==> config.mk <==
export PLATFORM = sky130hd
export DESIGN_NAME = twg_dp
export DESIGN_NICKNAME = d
export VERILOG_FILES = /design/src/hdl/twg_pkg.sv /design/src/hdl/twg_dp.sv
export SDC_FILE = /design/constraint.sdc
export NUM_CORES = 2
export LEC_CHECK = 0
export ABC_AREA = 1
export BUFFER_PORTS_ARGS = -buffer_cell sky130_fd_sc_hd__buf_2
export CAP_MARGIN = 25
export CORE_MARGIN = 8
export CORE_UTILIZATION = 50
export CTS_BUF_LIST = sky130_fd_sc_hd__clkbuf_16
export CTS_CLUSTER_DIAMETER = 200
export DETAILED_ROUTE_END_ITERATION = 12
export GPL_TIMING_DRIVEN = 0
export PLACE_DENSITY = 0.77
export SYNTH_ARGS = -nofsm -noshare
export SYNTH_HDL_FRONTEND = slang
export SYNTH_SLANG_ARGS = --single-unit
==> constraint.sdc <==
create_clock -name clk -period 17.2 [get_ports clk]
set_input_delay 2.58 -clock clk [delete_from_list [all_inputs] [get_ports clk]]
set_output_delay 2.58 -clock clk [all_outputs]
set_load 0.02 [all_outputs]
==> src/hdl/twg_pkg.sv <==
// Shared types and constants for the test waveform generator.
// No dependencies; every other file imports this package.
package twg_pkg;

  localparam logic [2:0] REG_WAVEFORM    = 3'd0;
  localparam logic [2:0] REG_STEP_FIRST  = 3'd1;
  localparam logic [2:0] REG_STEP_SECOND = 3'd2;
  localparam logic [2:0] REG_AMPLITUDE   = 3'd3;
  localparam logic [2:0] REG_COUNT       = 3'd4;

  localparam logic [1:0] WAVE_SINE   = 2'd0;
  localparam logic [1:0] WAVE_DUAL   = 2'd1;
  localparam logic [1:0] WAVE_SQUARE = 2'd2;
  localparam logic [1:0] WAVE_NOISE  = 2'd3;

  localparam logic [15:0] NOISE_SEED   = 16'hACE1;
  localparam logic [15:0] NOISE_OFFSET = 16'h4000;

  localparam logic signed [15:0] W_FIRST  = 16'sd22938;
  localparam logic signed [15:0] W_SECOND = 16'sd9830;
  localparam logic signed [31:0] SQ_POS   = 32'sd32767;
  localparam logic signed [31:0] SQ_NEG   = -32'sd32767;

  localparam logic [63:0] HALF_PI_Q30 = 64'd1686629713;
  localparam logic [63:0] ONE_Q30     = 64'd1 << 30;

  typedef struct packed {
    logic [1:0]  waveform;
    logic [31:0] step_first;
    logic [31:0] step_second;
    logic [14:0] amplitude;
    logic [15:0] sample_count;
  } cfg_t;

  typedef struct packed {
    logic start;
    logic weight;
    logic sum;
    logic scale;
    logic finish;
  } ctrl_cmd_t;

  typedef struct packed {
    logic out_free;
  } ctrl_sts_t;

endpackage

==> src/hdl/twg_dp.sv <==
// Datapath: phase accumulators, noise LFSR, sample counter, scaling, output register.
// Depends on twg_pkg; reads the sine ROM through registered ports.
module twg_dp import twg_pkg::*; #(
  parameter int PHASE_BITS = 32,
  parameter int SINE_TABLE_DEPTH = 1024,
  localparam int ADDR_W = $clog2(SINE_TABLE_DEPTH)
) (
  input  logic                  clk,
  input  logic                  rst,
  input  cfg_t                  cfg,
  input  ctrl_cmd_t             cmd,
  output ctrl_sts_t             sts,
  input  logic                  restart,
  output logic [ADDR_W-1:0]     rom_addr_a,
  output logic [ADDR_W-1:0]     rom_addr_b,
  input  logic signed [15:0]    rom_data_a,
  input  logic signed [15:0]    rom_data_b,
  output logic                  out_valid,
  input  logic                  out_ready,
  output logic [15:0]           out_sample,
  output logic                  out_last
);

  localparam int IDX_W = PHASE_BITS + ADDR_W + 1;

  logic [PHASE_BITS-1:0] phase_first;
  logic [PHASE_BITS-1:0] phase_second;
  logic [15:0]           noise_reg;
  logic [15:0]           sample_index;

  logic [PHASE_BITS-1:0] p1_eff;
  logic [PHASE_BITS-1:0] p2_eff;
  logic [15:0]           noise_eff;
  logic [15:0]           noise_step;
  logic [15:0]           idx_eff;
  logic                  last_calc;
  logic [IDX_W-1:0]      idx_prod_a;
  logic [IDX_W-1:0]      idx_prod_b;

  logic [1:0]            wave_q;
  logic                  sq_neg;
  logic signed [15:0]    noise_val;
  logic                  last_q;
  logic signed [31:0]    prod1;
  logic signed [31:0]    prod2;
  logic signed [31:0]    opnd;
  logic signed [47:0]    prod;

  logic signed [47:0]    bias;
  logic signed [47:0]    biased;
  logic signed [47:0]    quot;
  logic [15:0]           sat;

  always_comb begin
    p1_eff     = restart ? '0 : phase_first;
    p2_eff     = restart ? '0 : phase_second;
    noise_eff  = restart ? NOISE_SEED : noise_reg;
    idx_eff    = restart ? '0 : sample_index;
    noise_step = {noise_eff[0] ^ noise_eff[2] ^ noise_eff[3] ^ noise_eff[5], noise_eff[15:1]};
    last_calc  = ({1'b0, idx_eff} + 17'd1) >= {1'b0, cfg.sample_count};
    idx_prod_a = IDX_W'(p1_eff) * IDX_W'(SINE_TABLE_DEPTH);
    idx_prod_b = IDX_W'(p2_eff) * IDX_W'(SINE_TABLE_DEPTH);
  end

  always_ff @(posedge clk) begin
    if (rst) begin
      phase_first  <= '0;
      phase_second <= '0;
      noise_reg    <= NOISE_SEED;
      sample_index <= '0;
    end else if (cmd.start) begin
      if (last_calc) begin
        phase_first  <= '0;
        phase_second <= '0;
        noise_reg    <= NOISE_SEED;
        sample_index <= '0;
      end else begin
        phase_first  <= p1_eff + PHASE_BITS'(cfg.step_first);
        phase_second <= p2_eff + PHASE_BITS'(cfg.step_second);
        noise_reg    <= (cfg.waveform == WAVE_NOISE) ? noise_step : noise_eff;
        sample_index <= idx_eff + 16'd1;
      end
    end
  end

  always_ff @(posedge clk) begin
    if (cmd.start) begin
      rom_addr_a <= idx_prod_a[PHASE_BITS +: ADDR_W];
      rom_addr_b <= idx_prod_b[PHASE_BITS +: ADDR_W];
      wave_q     <= cfg.waveform;
      sq_neg     <= p1_eff[PHASE_BITS-1];
      noise_val  <= signed'(noise_step - NOISE_OFFSET);
      last_q     <= last_calc;
    end
    if (cmd.weight) begin
      prod1 <= 32'(rom_data_a) * 32'(W_FIRST);
      prod2 <= 32'(rom_data_b) * 32'(W_SECOND);
    end
    if (cmd.sum) begin
      case (wave_q)
        WAVE_SINE:   opnd <= 32'(rom_data_a);
        WAVE_DUAL:   opnd <= prod1 + prod2;
        WAVE_SQUARE: opnd <= sq_neg ? SQ_NEG : SQ_POS;
        default:     opnd <= 32'(noise_val);
      endcase
    end
    if (cmd.scale) begin
      prod <= 48'(opnd) * 48'(signed'({1'b0, cfg.amplitude}));
    end
  end

  // truncate toward zero, then saturate to int16
  always_comb begin
    if (prod[47]) begin
      bias = (wave_q == WAVE_DUAL) ? 48'sd1073741823 : 48'sd32767;
    end else begin
      bias = '0;
    end
    biased = prod + bias;
    quot   = (wave_q == WAVE_DUAL) ? (biased >>> 30) : (biased >>> 15);
    if (quot > 48'sd32767) begin
      sat = 16'h7FFF;
    end else if (quot < -48'sd32768) begin
      sat = 16'h8000;
    end else begin
      sat = quot[15:0];
    end
  end

  assign sts.out_free = !out_valid || out_ready;

  always_ff @(posedge clk) begin
    if (rst) begin
      out_valid <= 1'b0;
    end else if (cmd.finish) begin
      out_valid <= 1'b1;
    end else if (out_ready) begin
      out_valid <= 1'b0;
    end
  end

  always_ff @(posedge clk) begin
    if (cmd.finish) begin
      out_sample <= sat;
      out_last   <= last_q;
    end
  end

  a_last_resets: assert property (@(posedge clk) disable iff (rst)
    (cmd.start && last_calc) |=> (sample_index == '0 && phase_first == '0))
    else $error("buffer state not cleared after last sample");

  a_finish_free: assert property (@(posedge clk) disable iff (rst)
    cmd.finish |-> sts.out_free)
    else $error("output register overwritten while occupied");

  a_noise_hold: assert property (@(posedge clk) disable iff (rst)
    (cmd.start && !restart && !last_calc && cfg.waveform != WAVE_NOISE)
      |=> (noise_reg == $past(noise_reg)))
    else $error("noise register stepped on a non-noise sample");

endmodule

==> impl_metrics.yaml <==
run_status:
  status: "finished clean"
route:
  wl_per_cell_um: 17.97
  drtIter0Drc: 3327
  routed_wirelength_mm: 134.0
  antenna_left: 0
  viasPerCell: 5.277
  vias: 39344
  first_pass_iters: 8
  drc_errors: 0
synthesis:
  ys_seq_area_frac: 0.1684
  yosys-top-cells-count: "inv_1 (1401), nand2_1 (1381), fa_1 (630)"
  synth_top_area_share: 0.2704
  synth_area_um2: 46650
  syn_area_per_cell_um2: 7.831
  ys_warn_count: 0
  yosysTopAreaCell: "fa_1"
  synth_cells: 5957
  synth_top_cells_by_area: "fa_1 (27%), ha_1 (13%), edfxtp_1 (13%), inv_1 (11%), nand2_1 (11%)"
  syn_nets: 7203
  async_flop_share: 0
  synth.most_common_cell: "inv_1"
  synth-edff-count: 197
  yosysUniqueCellTypes: 65
  ys_seq_elements: 294
  synth_ff_type: "edfxtp_1"
critical_path:
  crit_buf_inv: 5
  slowest_delay_ps: 720
  crit_slowest_cell: "clkbuf_1"
  end_kind: "flip-flop"
  cp_data_arrival_time_ps: 9140
  worstSetupStartpointType: "primary input"
  cp_max_fo: 10
  crit_family: "adder cells"
  required_ps: 17480
  critPathMostFrequentCell: "fa_1"
  path_cells: "buf_2 > clkbuf_1 > nand2_1 > fa_1 > inv_1 > fa_1 > fa_1 > fa_1 > fa_1 > inv_1 > fa_1 > inv_1 > ha_1 > nand2_1 > nor3_1 > nand3_1 > o21ai_0 > a21oi_1 > o21ai_0 > xor2_1"
  criticalPathCategory: "primary input to flip-flop"
sta:
  tns_ps: 0
  finalSetupViolCount: 0
  timing.final.crit_share: 0.5151
  fin_skew_ps: 37.48
  final_hold_viol_count: 0
  worst_slack_ps: 8340
  tightest_slew_ps: 1044
  slew_violations: 0
  timing.fmax_mhz: 112.9
  maxSlewHeadroom: 0.3041
  rsz0062_at_grt: "no"
  fin_crit_ps: 8860
  hold_slack_ps: 463.6
placed_design:
  pre_cts_ws_ps: 7952
  io_buffer_count: 174
  place_congestion: 0.9919
  dp_hpwl_mm: 113.4
clock_tree:
  cts-buffers-inserted: 36
  ctsResizeCount: 0
  clock_tree.root_cell: "clkbuf_16"
  clk_latency_ps: 580
  clock_sinks: 294
  cts_tree: "done"
  cts_hold_buffers: 0
  htree_num_levels: 2
  post_cts_buffers: 0
  cts_buffer_depth: 3
  clkTransAtPathRegs_ps: 70
finish:
  area_delta_synth_final_pct: 7.829
  fill_cells: 8770
  drive_above_1_share: 0.05839
  regMostFlops: "prod"
  ff_latch_area_um2: 7858
  largest_reg_flops: 48
  multi_input_area_um2: 32820
  final_nets: 7419
floorplan:
  start_util: 0.5021
  die_height_um: 321.4
  die_area_um2: 103300
  rows: 112
  io_pins: 177
  core_um2: 92910
  dieWidth_um: 321.4
grt:
  grt_overflow: 0
  grt_pass1_vias: 40403
  antenna_found_initial: 2
  grt_max_degree: 49
  grt.total_usage: 0.2606
  grt_pass1_wl_mm: 214.5
hold_path:
  min_path_type: "flip-flop to flip-flop"
job:
  maxCapViolCount: 0
per-layer routing:
metal,global-route usage,part of all wire,up-vias
li1,-,-,18775
met1,0.3333,0.41,18928
met2,0.4464,0.48,1356
met3,0.03720,0.071,285
met4,0.09836,0.042,0
met5,0,0,-
through the flow:
stage	util	cells	cell area, µm²
detailed placement	0.5286	7386	49110
CTS	0.5408	7451	50250
global placement	0.5283	7385	49090
finish	0.5414	7456	50300
global route	0.5414	7456	50300
floorplan	-	5957	46650
layout make-up:
type                            count  area share
Multi-Input combinational cell   4108      0.6525
Sequential cell                   294      0.1562
Inverter                         1413      0.1055
Tap cell                         1254     0.03119
Timing Repair Buffer              178     0.01866
Clock buffer                       36     0.01791
Buffer                            142     0.01316
Clock inverter                     29    0.004751
Antenna cell                        2  0.00009950
worst paths after layout:
check / startpoint / cells after the start / to / slack [ps]
max: cfg[23] / 20 / prod[46]$_DFFE_PP_ / 8340
min: last_q$_DFFE_PP_ / 0 / out_last$_DFFE_PP_ / 460
max reg2reg: opnd[12]$_DFFE_PP_ / 20 / prod[46]$_DFFE_PP_ / 9920
min reg2reg: last_q$_DFFE_PP_ / 0 / out_last$_DFFE_PP_ / 460
cell families after synthesis:
logic type      count (synthesis)  share of synthesized area
flops                         294                     0.1684
fa+ha+maj                    1108                     0.3986
compound gates                701                    0.08307
xor+xnor                      170                    0.03192
buf+inv                      1555                     0.1280
simple gates                 2129                     0.1900
cell usage in the layout (no fill, tap or decap), drive strengths merged, types with 2 or more instances in the layout:
master / synthesis / layout
nand2: 1423 / 1423
inv: 1410 / 1420
fa: 630 / 630
ha: 478 / 478
a21oi: 380 / 380
nor2: 372 / 372
nand3: 201 / 201
buf: 23 / 201
edfxtp: 197 / 197
o21ai: 174 / 174
clkbuf: 119 / 155
xor2: 110 / 110
dfxtp: 97 / 97
xnor2: 60 / 60
nand4: 44 / 44
a31oi: 40 / 40
nor3: 38 / 38
or2: 25 / 25
o211ai: 24 / 24
clkinv: 3 / 19
o21a: 17 / 17
a21o: 16 / 16
o221ai: 15 / 15
nor4: 13 / 13
o21bai: 10 / 10
a21boi: 8 / 8
and2: 5 / 5
nand3b: 4 / 4
and3: 3 / 3
diode: 0 / 2
o311ai: 2 / 2
a2111oi: 2 / 2
o31ai: 2 / 2
o22a: 2 / 2
o2111ai: 2 / 2
bufinv: 0 / 2
Power is not shown: default switching activity piles up to over one toggle a cycle in this logic, so the estimate is an artifact.
